### config.mk
export PLATFORM = sky130hd
export DESIGN_NAME = extended_gcd_bezout_top
export DESIGN_NICKNAME = d
export VERILOG_FILES = /design/src/hw/rtl/egb_pkg.sv /design/src/hw/rtl/egb_div_unit.sv /design/src/hw/rtl/extended_gcd_bezout_top.sv
export SDC_FILE = /design/constraint.sdc
export NUM_CORES = 1
export LEC_CHECK = 0
export ABC_CLOCK_PERIOD_IN_PS = 8130
export CAP_MARGIN = 20
export CELL_PAD_IN_SITES_DETAIL_PLACEMENT = 2
export CELL_PAD_IN_SITES_GLOBAL_PLACEMENT = 2
export CORE_MARGIN = 10
export CORE_UTILIZATION = 40
export DETAILED_ROUTE_END_ITERATION = 10
export DONT_BUFFER_PORTS = 1
export PLACE_DENSITY = 0.86
export SLEW_MARGIN = 20
export SYNTH_ARGS = -nofsm -noshare
export SYNTH_HDL_FRONTEND = slang
export SYNTH_SLANG_ARGS = --single-unit
### constraint.sdc
create_clock -name clock -period 8.13 [get_ports clock]
set_input_delay 0.813 -clock clock [delete_from_list [all_inputs] [get_ports clock]]
set_output_delay 0.813 -clock clock [all_outputs]
set_load 0.05 [all_outputs]
### src/hw/rtl/egb_pkg.sv
// ----------------------------------------------------------------------------
// egb_pkg
// Shared widths and types for the extended gcd / Bezout coefficient block.
// ----------------------------------------------------------------------------
package egb_pkg;

   // Operand and coefficient widths
   localparam int OPERAND_WIDTH  = 32;
   localparam int COEF_WIDTH     = OPERAND_WIDTH + 1;
   localparam int STEP_CNT_WIDTH = $clog2(OPERAND_WIDTH);

   typedef logic        [OPERAND_WIDTH-1:0] operand_type;
   typedef logic signed [COEF_WIDTH-1:0]    coef_type;

   // Divider status towards the sequencer
   typedef struct packed {
      logic busy;
      logic done;
   } div_status_type;

endpackage

### src/hw/rtl/egb_div_unit.sv
// ----------------------------------------------------------------------------
// egb_div_unit
// Restoring divider, one quotient bit per cycle. While the quotient bits are
// produced MSB first, two shift-add accumulators form quotient * mult_u and
// quotient * mult_v modulo 2^COEF_WIDTH, so no multiplier is needed.
// ----------------------------------------------------------------------------
module egb_div_unit import egb_pkg::*; (
   input  logic           clock,
   input  logic           reset,
   input  logic           start,
   input  operand_type    dividend,
   input  operand_type    divisor,
   input  coef_type       mult_u,
   input  coef_type       mult_v,
   output div_status_type status,
   output operand_type    remainder,
   output coef_type       prod_u,
   output coef_type       prod_v
);

   logic                      busy_ff, busy_in;
   logic                      done_ff, done_in;
   logic [STEP_CNT_WIDTH-1:0] cnt_ff, cnt_in;
   operand_type               part_ff, part_in;
   operand_type               dvd_ff, dvd_in;
   operand_type               dvsr_ff, dvsr_in;
   coef_type                  mul_u_ff, mul_u_in;
   coef_type                  mul_v_ff, mul_v_in;
   coef_type                  acc_u_ff, acc_u_in;
   coef_type                  acc_v_ff, acc_v_in;

   logic [OPERAND_WIDTH:0]    shifted;
   logic [OPERAND_WIDTH+1:0]  diff;
   logic                      q_bit;

   // Trial subtraction of the divisor from the shifted partial remainder
   assign shifted = {part_ff, dvd_ff[OPERAND_WIDTH-1]};
   assign diff    = {1'b0, shifted} - {2'b00, dvsr_ff};
   assign q_bit   = ~diff[OPERAND_WIDTH+1];

   // Next-state logic
   always_comb begin
      busy_in  = busy_ff;
      done_in  = 1'b0;
      cnt_in   = cnt_ff;
      part_in  = part_ff;
      dvd_in   = dvd_ff;
      dvsr_in  = dvsr_ff;
      mul_u_in = mul_u_ff;
      mul_v_in = mul_v_ff;
      acc_u_in = acc_u_ff;
      acc_v_in = acc_v_ff;
      if (start) begin
         busy_in  = 1'b1;
         cnt_in   = '0;
         part_in  = '0;
         dvd_in   = dividend;
         dvsr_in  = divisor;
         mul_u_in = mult_u;
         mul_v_in = mult_v;
         acc_u_in = '0;
         acc_v_in = '0;
      end else if (busy_ff) begin
         part_in  = q_bit ? diff[OPERAND_WIDTH-1:0] : shifted[OPERAND_WIDTH-1:0];
         dvd_in   = {dvd_ff[OPERAND_WIDTH-2:0], 1'b0};
         acc_u_in = {acc_u_ff[COEF_WIDTH-2:0], 1'b0} + (q_bit ? mul_u_ff : coef_type'(0));
         acc_v_in = {acc_v_ff[COEF_WIDTH-2:0], 1'b0} + (q_bit ? mul_v_ff : coef_type'(0));
         cnt_in   = cnt_ff + 1'b1;
         if (cnt_ff == STEP_CNT_WIDTH'(OPERAND_WIDTH - 1)) begin
            busy_in = 1'b0;
            done_in = 1'b1;
         end
      end
   end

   // Control registers
   always_ff @(posedge clock) begin
      if (reset) begin
         busy_ff <= 1'b0;
         done_ff <= 1'b0;
         cnt_ff  <= '0;
      end else begin
         busy_ff <= busy_in;
         done_ff <= done_in;
         cnt_ff  <= cnt_in;
      end
   end

   // Datapath registers
   always_ff @(posedge clock) begin
      part_ff  <= part_in;
      dvd_ff   <= dvd_in;
      dvsr_ff  <= dvsr_in;
      mul_u_ff <= mul_u_in;
      mul_v_ff <= mul_v_in;
      acc_u_ff <= acc_u_in;
      acc_v_ff <= acc_v_in;
   end

   assign status.busy = busy_ff;
   assign status.done = done_ff;
   assign remainder   = part_ff;
   assign prod_u      = acc_u_ff;
   assign prod_v      = acc_v_ff;

endmodule

### src/hw/rtl/extended_gcd_bezout_top.sv
// ----------------------------------------------------------------------------
// extended_gcd_bezout_top
// Extended Euclidean algorithm: gcd of two unsigned operands and the Bezout
// coefficients u, v with a*u + b*v = gcd, in two's complement.
// ----------------------------------------------------------------------------
// One request at a time. Each Euclid step runs a check state, the
// bit-serial divider, which also builds quotient * coefficient by
// shift-add, and an update of the working registers. 32-bit operands
// need at most 47 steps. Both operands zero, or b zero, go from the
// check straight to the output state. The next request is taken once
// the response is in its output register, while that response still
// waits for rsp_ready.
// ----------------------------------------------------------------------------
module extended_gcd_bezout_top import egb_pkg::*; (
   input  logic        clock,
   input  logic        reset,
   input  logic        req_valid,
   output logic        req_ready,
   input  operand_type req_operand_a,
   input  operand_type req_operand_b,
   output logic        rsp_valid,
   input  logic        rsp_ready,
   output coef_type    rsp_coef_u,
   output coef_type    rsp_coef_v,
   output operand_type rsp_divisor_out
);

   typedef enum logic [3:0] {
      ST_IDLE  = 4'b0001,
      ST_CHECK = 4'b0010,
      ST_DIV   = 4'b0100,
      ST_OUT   = 4'b1000
   } state_type;

   state_type      state_ff, state_in;
   operand_type    rem_ff, rem_in;
   operand_type    rnext_ff, rnext_in;
   coef_type       cu_ff, cu_in;
   coef_type       cun_ff, cun_in;
   coef_type       cv_ff, cv_in;
   coef_type       cvn_ff, cvn_in;
   logic           rsp_valid_ff, rsp_valid_in;
   coef_type       rsp_u_ff, rsp_u_in;
   coef_type       rsp_v_ff, rsp_v_in;
   operand_type    rsp_gcd_ff, rsp_gcd_in;

   logic           div_start;
   div_status_type div_status;
   operand_type    div_rem;
   coef_type       div_prod_u;
   coef_type       div_prod_v;

   // Shared divider / multiply-accumulate unit
   egb_div_unit u_div (
      .clock     (clock),
      .reset     (reset),
      .start     (div_start),
      .dividend  (rem_ff),
      .divisor   (rnext_ff),
      .mult_u    (cun_ff),
      .mult_v    (cvn_ff),
      .status    (div_status),
      .remainder (div_rem),
      .prod_u    (div_prod_u),
      .prod_v    (div_prod_v)
   );

   assign req_ready = (state_ff == ST_IDLE);

   // Sequencer
   always_comb begin
      state_in     = state_ff;
      rem_in       = rem_ff;
      rnext_in     = rnext_ff;
      cu_in        = cu_ff;
      cun_in       = cun_ff;
      cv_in        = cv_ff;
      cvn_in       = cvn_ff;
      rsp_u_in     = rsp_u_ff;
      rsp_v_in     = rsp_v_ff;
      rsp_gcd_in   = rsp_gcd_ff;
      div_start    = 1'b0;
      rsp_valid_in = rsp_valid_ff && !rsp_ready;
      case (state_ff)
         ST_IDLE: begin
            if (req_valid) begin
               rem_in   = req_operand_a;
               rnext_in = req_operand_b;
               cu_in    = coef_type'(1);
               cun_in   = coef_type'(0);
               cv_in    = coef_type'(0);
               cvn_in   = coef_type'(1);
               state_in = ST_CHECK;
            end
         end
         ST_CHECK: begin
            if (rnext_ff == '0) begin
               state_in = ST_OUT;
            end else begin
               div_start = 1'b1;
               state_in  = ST_DIV;
            end
         end
         ST_DIV: begin
            // (r, r') <- (r', r mod r'), coefficients likewise
            if (div_status.done) begin
               rem_in   = rnext_ff;
               rnext_in = div_rem;
               cu_in    = cun_ff;
               cun_in   = cu_ff - div_prod_u;
               cv_in    = cvn_ff;
               cvn_in   = cv_ff - div_prod_v;
               state_in = ST_CHECK;
            end
         end
         ST_OUT: begin
            if (!rsp_valid_ff || rsp_ready) begin
               rsp_u_in     = cu_ff;
               rsp_v_in     = cv_ff;
               rsp_gcd_in   = rem_ff;
               rsp_valid_in = 1'b1;
               state_in     = ST_IDLE;
            end
         end
         default: begin
            state_in = ST_IDLE;
         end
      endcase
   end

   // Control registers
   always_ff @(posedge clock) begin
      if (reset) begin
         state_ff     <= ST_IDLE;
         rsp_valid_ff <= 1'b0;
      end else begin
         state_ff     <= state_in;
         rsp_valid_ff <= rsp_valid_in;
      end
   end

   // Working and response registers
   always_ff @(posedge clock) begin
      rem_ff     <= rem_in;
      rnext_ff   <= rnext_in;
      cu_ff      <= cu_in;
      cun_ff     <= cun_in;
      cv_ff      <= cv_in;
      cvn_ff     <= cvn_in;
      rsp_u_ff   <= rsp_u_in;
      rsp_v_ff   <= rsp_v_in;
      rsp_gcd_ff <= rsp_gcd_in;
   end

   assign rsp_valid       = rsp_valid_ff;
   assign rsp_coef_u      = rsp_u_ff;
   assign rsp_coef_v      = rsp_v_ff;
   assign rsp_divisor_out = rsp_gcd_ff;

`ifndef NO_ASSERTIONS
   // Divider sits idle whenever no request is in progress
   a_div_idle: assert property (@(posedge clock) disable iff (reset)
      state_ff == ST_IDLE |-> !div_status.busy && !div_status.done)
      else $error("divider active while idle");

   // Divider results only arrive while the sequencer waits for them
   a_done_in_div: assert property (@(posedge clock) disable iff (reset)
      div_status.done |-> state_ff == ST_DIV)
      else $error("divider done outside division state");

   // Zero remainder ends the loop
   a_check_exit: assert property (@(posedge clock) disable iff (reset)
      state_ff == ST_CHECK && rnext_ff == '0 |=> state_ff == ST_OUT)
      else $error("loop did not end on zero remainder");

   // An accepted request always starts with the loop check
   a_accept_check: assert property (@(posedge clock) disable iff (reset)
      req_valid && req_ready |=> state_ff == ST_CHECK)
      else $error("accepted request did not enter check");
`endif

endmodule

## Word-level counts from Yosys, hierarchy flattened

Cells that the tools add are included.
W data, S select, Z words.

- Register bits after elaboration: 534
- Input bits: 68
- Output and inout port bits: 100

- Add/subtract/negate cells: 6
- Equal/unequal tests: 8
- Multiplexer cells: 34
- Bitwise operators: 1
- Reductions and logical operators: 12

Operators with widths:

| operator | count |
|---|---|
| $mux W33 | 8 |
| $pmux W33 S2 | 4 |
| $mux W32 | 7 |
| $pmux W32 S2 | 2 |
| $add A33 B33 Y33 | 2 |
| $sub A33 B33 Y33 | 2 |
| $sub A33 B32 Y34 | 1 |
| $logic_not A32 Y1 | 1 |
| $mux W4 | 4 |
| $pmux W4 S4 | 1 |
| $mux W1 | 8 |
| $reduce_and A3 Y1 | 2 |
| $add A5 B1 Y5 const B | 1 |
| $eq A5 B5 Y1 const B | 1 |
| $eq A4 B1 Y1 const B | 1 |
| $eq A4 B2 Y1 const B | 1 |
| $eq A4 B3 Y1 const B | 1 |
| $eq A4 B4 Y1 const B | 1 |
| $ne A2 B2 Y1 const B | 2 |
| $reduce_bool A2 Y1 | 2 |
| $reduce_or A3 Y1 | 1 |
| $logic_not A1 Y1 | 2 |
| $ne A2 B1 Y1 const B | 1 |
| $reduce_and A2 Y1 | 1 |
| other kinds (4) | 4 |

## Logic depth before layout (Yosys ltp)

Gate-level depths: netlist (run 1).

- Depth after elaboration: 4
- Gate-level depth with buffers: 25
- Gate-level depth less buffers: 22

## Cells and area by module

A second synthesis (run 1) with hierarchy kept.

- Cell total of the unflattened synthesis: 2,639
- Area, all modules: 27,915.5 um2

By module, submodules not included:

| module | times used | cells each | area an instance (um2) | sequential area each (um2) |
|---|---|---|---|---|
| extended_gcd_bezout_top | 1 | 1,299 | 14,675.3 | 8,928.6 |
| egb_div_unit | 1 | 1,340 | 13,240.2 | 6,005.8 |

## Worst setup path after synthesis (run 1)

No wires, ideal clock.

- Kind: register -> register
- Start: reg state_ff[3]
- End: reg cu_ff[0] (enable)
- Arrival time: 6.979 ns
- Required time: 7.551 ns
- Slack: 0.572 ns
- Stages on the path, launching flop included: 3
- Path through: dfxtp_1 -> nor4b_1 -> a22o_1

- Longest elaborated chain between the ends: 3
- Elaborated cells on any way between the ends: 6
- Classes of those cells: eq/ne: 4; reduce/logical: 2

Ends and longest elaborated chain:

| element | RTL line | RTL |
|---|---|---|
| from (decl) | extended_gcd_bezout_top.sv:35 | `state_type state_ff, state_in;` |
| from (signal assigned) | extended_gcd_bezout_top.sv:137 | `state_ff <= state_in;` |
| $eq A4 B1 Y1 * | n/a |  |
| named net req_ready | extended_gcd_bezout_top.sv:18 | `output logic req_ready,` |
| $ne A2 B2 Y1 (no source line) / $reduce_bool A2 Y1 (equally long branches) | n/a |  |
| $reduce_and A3 Y1 (no source line) * | n/a |  |
| to (signal assigned) | extended_gcd_bezout_top.sv:146 | `cu_ff <= cu_in;` |
| to (decl) | extended_gcd_bezout_top.sv:38 | `coef_type cu_ff, cu_in;` |

Mark *: on every way through the listed nets, which the timed path passes. The rest lies on a longest branch.
A chain may end at the register's enable or synchronous reset.

## Worst setup path after layout (run 1)

- Start: reg u_div.part_ff[21] (netlist: u_div.remainder[21])
- End: reg u_div.acc_v_ff[32] (netlist: u_div.prod_v[32])

- Longest elaborated chain between the ends: 3

Ends and longest elaborated chain:

| element | RTL line | RTL |
|---|---|---|
| from (decl) | egb_div_unit.sv:24 | `operand_type part_ff, part_in;` |
| from (signal assigned) | egb_div_unit.sv:91 | `part_ff <= part_in;` |
| $sub A33 B32 Y34 | egb_div_unit.sv:38 | `assign diff = {1'b0, shifted} - {2'b00, dvsr_ff};` |
| $mux W33 | egb_div_unit.sv:67 | `acc_v_in = {acc_v_ff[COEF_WIDTH-2:0], 1'b0} + (q_bit ? mul_v_ff : coef_type'(0));` |
| $add A33 B33 Y33 | egb_div_unit.sv:67 |  |
| to (signal assigned) | egb_div_unit.sv:97 | `acc_v_ff <= acc_v_in;` |
| to (decl) | egb_div_unit.sv:30 | `coef_type acc_v_ff, acc_v_in;` |

Every way passes these cells.

==> results of run 1 <==
## final cells by class
type / instances / area share [%]
Antenna cell: 1 / 0.00828
Clock buffer: 71 / 5.24
Clock inverter: 41 / 1.57
Inverter: 127 / 1.59
Multi-Input combinational cell: 1795 / 38.1
Sequential cell: 534 / 49.4
Tap cell: 873 / 3.61
Timing Repair Buffer: 18 / 0.460
## cell usage in the layout (no fill, tap or decap), types with 9 or more instances in the layout
cell,n
nor3_1,27
a311oi_1,9
o21a_1,25
o21ai_0,90
and2_1,136
nand3_1,24
o31ai_1,9
nand4_1,24
a211oi_1,25
or3_1,10
xor2_1,43
a21o_1,87
nand2_1,407
clkinv_2,17
o21bai_1,14
edfxtp_1,424
a31oi_1,35
buf_4,17
o21ai_1,11
nor4_1,12
a21oi_1,136
inv_1,126
clkbuf_16,60
dfxtp_1,109
nor2_1,199
mux2i_1,50
nand2b_1,27
bufinv_16,9
xnor2_1,97
nor2b_1,20
ha_1,160
o211ai_1,11
## worst reg2reg max path: cells and delay by family, from the launching register on
family | cells | cell delay, ps
AO/OA/AOI/OAI | 14 | 2920
XOR/XNOR | 1 | 140
adder cells (fa/ha/maj) | 2 | 830
buffers and inverters | 1 | 620
flip-flops | 1 | 360
AND/OR/NAND/NOR | 3 | 1530
## stage by stage
stage	util, %	power [W]	instance area [um2]
after global routing	44.8	0.0121	30200
after CTS	44.8	0.0115	30200
after global placement	41.8	0.00798	28200
after floorplan	-	0.00708	27300
final	44.8	0.0114	30200
after detailed placement	41.8	0.00841	28200
## path summary, 6_finish.rpt
path         slack [ps]            endpoint  cells past startpoint                 from
max                1570    u_div.prod_v[32]                     21  u_div.remainder[21]
max reg2reg        1570    u_div.prod_v[32]                     21  u_div.remainder[21]
min reg2reg         440  u_div.mul_v_ff[14]                      0           cvn_ff[14]
min                 220         state_ff[3]                      1                reset
## flip-flops by register name (all words and copies together), names as in the netlist, 33 cells and up
signal	cells
u_div.prod_u	33
u_div.prod_v	33
rsp_coef_u	33
u_div.mul_u_ff	33
cvn_ff	33
cun_ff	33
rsp_coef_v	33
u_div.mul_v_ff	33
cu_ff	33
cv_ff	33
## per-layer routing
metal	vias up	track usage, %
met1	10408	27.4
met5	-	0
met3	155	3.79
met4	8	7.14
li1	9039	-
met2	394	41.9
## cell families after synthesis
group	after synthesis
compound gates	522
xor+xnor	140
buf+inv	226
simple gates	917
flops	534
mux	51
fa+ha+maj	165
## power by group through the flow
stage / Sequential [W] / Clock, W / Combinational, W
final: 0.00381 / 0.00289 / 0.00475
after floorplan: 0.00370 / 0 / 0.00338
after global placement: 0.00380 / 0 / 0.00418
after global routing: 0.00385 / 0.00305 / 0.00522
after CTS: 0.00381 / 0.00294 / 0.00472
after detailed placement: 0.00385 / 0 / 0.00456
==> flow_summary_export.csv, run 1 <==
group,metric,value,unit
power_and_ir_drop,p_leak,12.0,nW
global_routing,grt_pass1_wl,142000,um
synth,syn_nets,2788,
detailed_routing,drtIter0Drc,1296,
floorplanning,floorplan.core_area,67400,um2
sta,grt_setup_unrepaired,"false",
hold_path,hp-class,"in2reg",
detailed_routing,routed_via_density,5.78,
layout,final_cells,3460,
setup_path,worstPathCellList,"ha_1 > a21o_1 > a31oi_1 > o21ai_1 > a21o_1 > a21o_1 > o31ai_2 > nand2_2 > buf_4 > and2_1 > ha_1 > a21o_1 > a21oi_1 > o21ai_1 > or4b_1 > o221ai_2 > o221a_2 > o221ai_1 > a21oi_1 > xnor2_1 > a21oi_1",
synth,synth-seq-cells,534,
layout,fillers,6864,
layout,multi_input_area,11500,um2
clock_tree,hold_buffers,0,
power_and_ir_drop,sw_frac_of_total,39.8,%
detailed_routing,post_drt_wl_per_cell,26.8,um
detailed_routing,routed-wl-met3,3810,um
global_routing,grt_pass1_vias,22402,
floorplanning,std_cell_rows,95,
detailed_routing,highest_layer,"met5",
sta,period_needed,6560,ps
global_routing,grt.overflow.total,0,
synth,syn_area,27300,um2
power_and_ir_drop,p_sw,0.00455,W
floorplanning,die_w,281,um
sta,fmax,152,MHz
setup_path,max_stage_delay,720,ps
synth,yosys-top-cells-count,"edfxtp_1, nand2_1, nor2_1",
synth,yosys.area.top_type,"edfxtp_1",
setup_path,critPathKind,"reg2reg",
clock_tree,postCtsSetupBuffers,0,
power_and_ir_drop,p_int,0.00689,W
layout,seqCellArea,14900,um2
sta,worst_pin_slew,1100,ps
place,io_buffers,0,
place,dp_slack,1760,ps
place,place_congestion,0.854,
sta,min_period_over_period,80.7,%
synth,syn_area_per_cell,10.7,um2
setup_path,critPathLaunchType,"flip-flop",
sta,setup-tns-final,0,ps
synth,yosysWarnings,0,
clock_tree,clock_latency,660,ps
power_and_ir_drop,combPwrFrac,41.5,%
layout,layout.nets,2768,
synth,synth_cell_types,78,
synth,netlist_instances,2555,
synth,synth-compound-area-share,12.6,%
synth,synth-simple-area-share,15.4,%
synth,synth_fa_ha_area_share,7.71,%
detailed_routing,vias,20004,
setup_path,cp_top_family,"compound AO/OA/AOI/OAI gates",
clock_tree,cts_sinks,534,
global_routing,grt_usage,23.1,%
power_and_ir_drop,pwr-share-seq,33.3,%
place,placedCellCount,3347,
detailed_routing,drt_first_pass_iters,5,
global_routing,grt_max_degree,93,
synth,yosysSeqAreaShare,54.8,%
setup_path,cp.required,8580,ps
synth,synth-xor-area-share,4.50,%
detailed_routing,wl_met2,47800,um
synth,ys.flop_type,"edfxtp_1",
synth,synth_top_cell_area_share,46.7,%
floorplanning,die_area,79000,um2
synth,async_reset_ff_share,0,%
layout,syn2layout_area_growth,10.8,%
clock_tree,cts_tree,"built",
power_and_ir_drop,clock_power_share,25.3,%
run_status,status,"finished, final reports clean",
setup_path,cp_slowest_cell,"nand2_2",
sta,setup_viol,0,
setup_path,worst_setup_path_end_kind,"flip-flop",
setup_path,crit_top_cell,"a21o_1",
power_and_ir_drop,p_per_area,379,nW/um2
sta,fin_skew,55.0,ps
detailed_routing,wl,92600,um
floorplanning,floorplan.die.height,281,um
place,place_hpwl,62900,um
global_routing,antenna_found_initial,6,
floorplanning,start_util,40.5,%
synth,synth_top_family_by_area,"simple AND/OR/NAND/NOR gates",
sta,slew_headroom,26.5,%
clock_tree,cts.clk_slew.worst_paths,70,ps
power_and_ir_drop,vdd.ir_drop.worst,0.151,mV
clock_tree,ctsResizeCount,0,
floorplanning,num_io_pins,168,
layout,final_layout_size_suffix_gt1_share,5.65,%
clock_tree,clockBufferDepth,3,
clock_tree,cts_made_buffers,59,
clock_tree,htreeDepth,2,
detailed_routing,ant_nets,0,
flow_run,drv_cap,0,
setup_path,path_max_fanout,54,
sta,worst_slack,1570,ps
sta,finalHoldViolations,0,
setup_path,cp.buffers_inverters,1,
setup_path,arrival,7010,ps
sta,hold_ws,219,ps
synth,synthMuxAreaShare,1.88,%
synth,synth_most_common_cell,"edfxtp_1",
clock_tree,cts_root_buffer,"clkbuf_16",
synth,synth_area_leaders,"edfxtp_1, dfxtp_1, ha_1",
detailed_routing,wl_met1,38200,um
detailed_routing,drc,0,
synth,synth_edf_count,424,
sta,slew_violations,0,
No activity file was read; power rests on OpenSTA's default activity.
==> inputs of run 2 (changes only) <==
ABC_CLOCK_PERIOD_IN_PS = 6700   (was 8130)
clock period = 6.7 ns   (was 8.13 ns; I/O delays follow)
==> run 2 against run 1 <==
  * Count of clock-buffer cells in the layout rose by 8
  * Register-to-register slack got worse by 1000 ps
  * Clock skew shrank 15 ps
  * Clock power is 18% higher
  * Power increased by 20%
  * Cell count is essentially flat
  * Core utilization down 0.061 points
  * Combinational power grew 19%
  * Sequential share of layout area increased by 0.068 points
  * Worst hold slack worse by 130 ps
  * Critical path depth is 1 higher
==> flow_summary_export.csv, run 2 (synthesis gave the netlist of run 1 again) <==
group,metric,value,unit
run_status,status,"finished, final reports clean",
hold_path,hp-class,"in2reg",
sta,slew_headroom,31.8,%
sta,fmax,163,MHz
layout,final_util,44.8,%
clock_tree,cts_made_buffers,59,
detailed_routing,drtIter0Drc,1246,
sta,setup-tns-final,0,ps
clock_tree,clock_latency,640,ps
global_routing,grt.overflow.total,0,
sta,slew_violations,0,
place,io_buffers,0,
global_routing,grt_pass1_vias,22078,
global_routing,antenna_found_initial,5,
clock_tree,cts_root_buffer,"clkbuf_16",
floorplanning,die_area,79000,um2
detailed_routing,ant_nets,0,
floorplanning,floorplan.die.height,281,um
power_and_ir_drop,p_leak,12.0,nW
flow_run,drv_cap,0,
place,place_congestion,0.882,
clock_tree,hold_buffers,0,
layout,final_layout_size_suffix_gt1_share,5.45,%
global_routing,grt_usage,22.3,%
sta,setup_viol,0,
layout,layout_common_cells,"edfxtp_1, nand2_1, nor2_1",
power_and_ir_drop,vdd.ir_drop.worst,0.224,mV
setup_path,cp.required,7200,ps
clock_tree,cts_tree,"built",
sta,fin_skew,40.4,ps
sta,hold_ws,90.0,ps
sta,finalHoldViolations,0,
floorplanning,num_io_pins,168,
sta,grt_setup_unrepaired,"false",
layout,layout.nets,2767,
floorplanning,start_util,40.5,%
detailed_routing,wl,89200,um
detailed_routing,routed_via_density,5.71,
setup_path,worst_setup_path_end_kind,"flip-flop",
floorplanning,die_w,281,um
clock_tree,cts.clk_slew.worst_paths,70,ps
global_routing,grt_max_degree,145,
detailed_routing,post_drt_wl_per_cell,25.8,um
layout,syn2layout_area_growth,10.7,%
sta,min_period_over_period,91.6,%
setup_path,critPathLaunchType,"flip-flop",
layout,final_common_cell,"edfxtp_1",
setup_path,path_max_fanout,29,
sta,period_needed,6140,ps
floorplanning,std_cell_rows,95,
detailed_routing,drc,0,
floorplanning,floorplan.core_area,67400,um2
clock_tree,htreeDepth,2,
setup_path,arrival,6640,ps
layout,num_antenna_cells,0,
clock_tree,cts_sinks,534,
clock_tree,clockBufferDepth,3,
detailed_routing,drt_first_pass_iters,5,
clock_tree,ctsResizeCount,0,
place,place_hpwl,61800,um
clock_tree,postCtsSetupBuffers,0,
power_and_ir_drop,p_per_area,454,nW/um2
setup_path,critPathKind,"reg2reg",
sta,worst_pin_slew,1020,ps
detailed_routing,vias,19729,
global_routing,grt_pass1_wl,138000,um
==> run 2: critical path: stages (launching register included) <==
cell	delay [ps]
edfxtp_1	380
inv_1	90
ha_1	360
a21o_1	230
a31oi_1	220
o21ai_1	90
a21o_1	180
a21o_1	190
o31ai_2	430
nand2_2	470
buf_4	360
and2_1	170
ha_1	340
a21oi_1	110
o21ai_0	200
a21o_1	210
a41oi_1	220
o31ai_1	590
a31oi_1	320
nand2b_1	270
a31oi_1	240
mux2i_1	250
nor2_1	70
==> run 2: final timing paths <==
kind,end,cells past startpoint,start,slack [ps]
setup reg to reg,u_div.prod_v[29],22,u_div.dvsr_ff[22],560
hold reg to reg,u_div.mul_u_ff[26],0,cun_ff[26],440
setup / recovery,u_div.prod_v[29],22,u_div.dvsr_ff[22],560
hold / removal,u_div.busy_ff,1,reset,90
==> run 2: layer usage <==
metal  global-route usage, %  share of wire [%]
met5                       0              0.074
met4                    7.53                3.2
met3                    3.80                4.2
met2                    39.8                 51
met1                    26.9                 42
==> run 2: final cells by class <==
class,instances,area (um2)
Fill cell,6853,37200
Timing Repair Buffer,17,144
Sequential cell,534,14900
Tap cell,873,1090
Inverter,127,484
Clock buffer,79,1640
Clock inverter,33,363
Multi-Input combinational cell,1795,11500
==> run 2: where the power goes <==
part,total [W],internal (W),switching (W)
registers,0.00462,0.00416,0.000465
logic,0.00567,0.00218,0.00350
clock network,0.00340,0.00196,0.00144
total,0.0137,0.00829,0.00541
==> run 2: per-stage QoR <==
stage	cell area (um2)	power (W)	cells	setup WS, ps
final	30200	0.0137	3458	560
after global routing	30200	0.0145	3458	132
after CTS	30200	0.0138	3458	632
after detailed placement	28200	0.0102	3346	752
after global placement	28200	0.00966	3346	1140
after floorplan	27300	0.00857	2555	1000
==> inputs of run 3 (changes only) <==
ABC_AREA = 1   (was default)
PLACE_DENSITY = 0.9   (was 0.86)
==> run 3 against run 2 <==
  * Flip-flop and latch count unchanged
  * Die area increased by 5.3%
  * Worst hold slack improved by 9.2 ps
  * Worst setup slack improved by 500 ps
==> flow_summary_export.csv, run 3 <==
group,metric,value,unit
power_and_ir_drop,p_per_area,462,nW/um2
layout,layout_common_cells,"nand2_1, inv_1, edfxtp_1",
power_and_ir_drop,combPwrFrac,42.1,%
layout,final_layout_size_suffix_gt1_share,4.09,%
layout,num_antenna_cells,0,
hold_path,worstHoldStart,"reset",
setup_path,worstPathCellList,"inv_1 > ha_1 > a21oi_1 > o21ai_0 > a21oi_1 > nand2_2 > nand2_2 > nand2_4 > inv_2 > buf_4 > nor2_1 > ha_1 > nand2_1 > nor2_1 > inv_1 > o21ai_0 > nand2_1 > nand2_1 > nand2_1 > nand2_1 > nand2_1 > nand3_1 > nand2_1",
setup_path,critPathKind,"reg2reg",
synth,syn_area,28800,um2
sta,finalHoldViolations,0,
setup_path,crit_top_cell,"nand2_1",
hold_path,hold_end,"u_div.busy_ff",
setup_path,rr_endpoint,"u_div.prod_v[31]",
layout,syn2layout_area_growth,10.6,%
setup_path,arrival,6160,ps
synth,synth_cell_types,54,
detailed_routing,drc,0,
clock_tree,clock_latency,630,ps
layout,fillers,7854,
sta,setup-tns-final,0,ps
clock_tree,clockBufferDepth,3,
setup_path,worst_setup_path_end_kind,"flip-flop",
sta,worst_pin_slew,1100,ps
detailed_routing,drt_first_pass_iters,5,
sta,slew_violations,0,
detailed_routing,drtIter0Drc,1656,
clock_tree,hold_buffers,0,
power_and_ir_drop,vdd.ir_drop.worst,0.218,mV
synth,synth-seq-cells,534,
global_routing,grt_pass1_vias,27378,
setup_path,ff2ff_path_depth,23,
setup_path,cp_top_family,"simple AND/OR/NAND/NOR gates",
synth,synth_most_common_cell,"nand2_1",
detailed_routing,ant_nets,0,
synth,syn_area_per_cell,8.61,um2
detailed_routing,post_drt_wl_per_cell,25.2,um
global_routing,antenna_found_initial,0,
clock_tree,ctsResizeCount,0,
clock_tree,cts_made_buffers,60,
sta,worst_slack,1060,ps
synth,synth_area_leaders,"edfxtp_1, nand2_1, dfxtp_1",
layout,layout.nets,3585,
setup_path,cp_slowest_cell,"buf_4",
hold_path,hold_depth,1,
clock_tree,cts.clk_slew.worst_paths,70,ps
sta,fmax,177,MHz
synth,yosys.area.top_type,"edfxtp_1",
hold_path,hp-class,"in2reg",
place,dp_slack,1240,ps
clock_tree,cts_root_buffer,"clkbuf_16",
floorplanning,die_w,288,um
power_and_ir_drop,sw_frac_of_total,44.1,%
setup_path,path_max_fanout,64,
run_status,status,"finished, final reports clean",
sta,grt_setup_unrepaired,"false",
synth,yosysSeqAreaShare,51.8,%
sta,slew_headroom,26.4,%
detailed_routing,vias,24516,
global_routing,grt_max_degree,110,
power_and_ir_drop,clock_power_share,23.6,%
power_and_ir_drop,pwr-share-seq,34.3,%
synth,netlist_instances,3345,
global_routing,grt_usage,25.8,%
place,io_buffers,0,
setup_path,rrSetupSlack,1060,ps
sta,period_needed,5640,ps
power_and_ir_drop,p_leak,13.3,nW
power_and_ir_drop,p_sw,0.00650,W
floorplanning,start_util,40.3,%
setup_path,timing.rr.start,"u_div.dvsr_ff[14]",
synth,synth_edf_count,424,
setup_path,cp.buffers_inverters,4,
clock_tree,postCtsSetupBuffers,0,
place,place_congestion,0.904,
layout,final_common_cell,"nand2_1",
flow_run,drv_cap,0,
detailed_routing,wl,109000,um
clock_tree,cts_sinks,534,
floorplanning,floorplan.core_area,71500,um2
sta,setup_viol,0,
place,place_hpwl,80200,um
power_and_ir_drop,p_int,0.00823,W
synth,syn_nets,3578,
synth,yosysWarnings,0,
detailed_routing,routed_via_density,5.63,
synth,yosys-top-cells-count,"nand2_1, inv_1, edfxtp_1",
floorplanning,std_cell_rows,98,
synth,async_reset_ff_share,0,%
setup_path,cp.required,7220,ps
setup_path,critPathLaunchType,"flip-flop",
clock_tree,htreeDepth,2,
global_routing,grt.overflow.total,0,
floorplanning,num_io_pins,168,
synth,synth_top_cell_area_share,44.2,%
clock_tree,cts_tree,"built",
setup_path,path_depth,23,
floorplanning,floorplan.die.height,288,um
floorplanning,die_area,83100,um2
global_routing,grt_pass1_wl,167000,um
sta,min_period_over_period,84.1,%
synth,ys.flop_type,"edfxtp_1",
sta,fin_skew,19.5,ps
setup_path,max_stage_delay,670,ps
-- run 3: changes by cell type after synthesis, sizes merged, moves of 119 or more --
cell,previous run,this run
nand2,408,810
inv,127,462
nor2,199,408
and2,136,5
o21ai,103,228
a21oi,136,255
-- run 3: worst max-delay path by stage --
| stage | end | start |
|---|---|---|
| floorplan | cu_ff[0] | state_ff[3] |
| global placement | u_div.prod_v[31] | u_div.dvsr_ff[4] |
| detailed placement | u_div.prod_v[31] | u_div.dvsr_ff[14] |
| CTS | u_div.prod_v[31] | u_div.dvsr_ff[7] |
| global route | u_div.prod_v[31] | u_div.dvsr_ff[7] |
| finish | u_div.prod_v[31] | u_div.dvsr_ff[14] |
-- run 3: cell families after synthesis --
kind of cell	count (synthesis)	share of synthesized area, %
flip-flops	534	51.8
AO/OA/AOI/OAI	607	11.5
AND/OR/NAND/NOR	1458	20.6
adder cells (fa/ha/maj)	165	7.30
buffers and inverters	533	7.21
XOR/XNOR	48	1.46
-- run 3: routing by layer --
metal | up-vias | GRT usage, % | wire [um]
met5 | - | 0 | 0
met4 | 0 | 9.42 | 4030
met3 | 224 | 3.04 | 4140
met2 | 630 | 47.2 | 56300
met1 | 12471 | 30.7 | 45000
li1 | 11191 | - | -
-- run 3: layout make-up --
class / instances / area [um2] / share of cell area (%)
Clock inverter: 34 / 365 / 1.15
Timing Repair Buffer: 15 / 138 / 0.432
Sequential cell: 534 / 14900 / 46.9
Inverter: 463 / 1750 / 5.50
Multi-Input combinational cell: 2278 / 11800 / 37.1
Tap cell: 950 / 1190 / 3.73
Clock buffer: 77 / 1660 / 5.20
-- run 3: power by group through the flow --
stage          clock (W)  combinational (W)  sequential, W
2_1_floorplan          0            0.00407        0.00485
3_3_place_gp           0            0.00550        0.00502
3_5_place_dp           0            0.00597        0.00508
4_1_cts          0.00352            0.00614        0.00504
5_1_grt          0.00364            0.00684        0.00511
6_report         0.00348            0.00620        0.00504
-- run 3: worst register-to-register path, stage by stage (launching register included) --
cell and delay [ps]:
edfxtp_1 370, inv_1 70, ha_1 290, a21oi_1 270
o21ai_0 160, a21oi_1 210, nand2_2 120, nand2_2 90
nand2_4 420, inv_2 570, buf_4 670, nor2_1 140
ha_1 390, nand2_1 130, nor2_1 310, inv_1 90
o21ai_0 550, nand2_1 150, nand2_1 170, nand2_1 90
nand2_1 80, nand2_1 50, nand3_1 70, nand2_1 50
-- run 3: stage by stage --
| stage | cell area (um2) | power, W | cells | util (%) | hold WS [ps] |
|---|---|---|---|---|---|
| after floorplan | 28800 | 0.00892 | 3345 | - | 418 |
| after global placement | 29800 | 0.0105 | 4239 | 41.7 | 430 |
| after detailed placement | 29800 | 0.0111 | 4239 | 41.7 | 436 |
| after CTS | 31800 | 0.0147 | 4350 | 44.5 | 62.9 |
| after global routing | 31800 | 0.0156 | 4351 | 44.6 | 82.4 |
| final | 31800 | 0.0147 | 4351 | 44.6 | 99.2 |
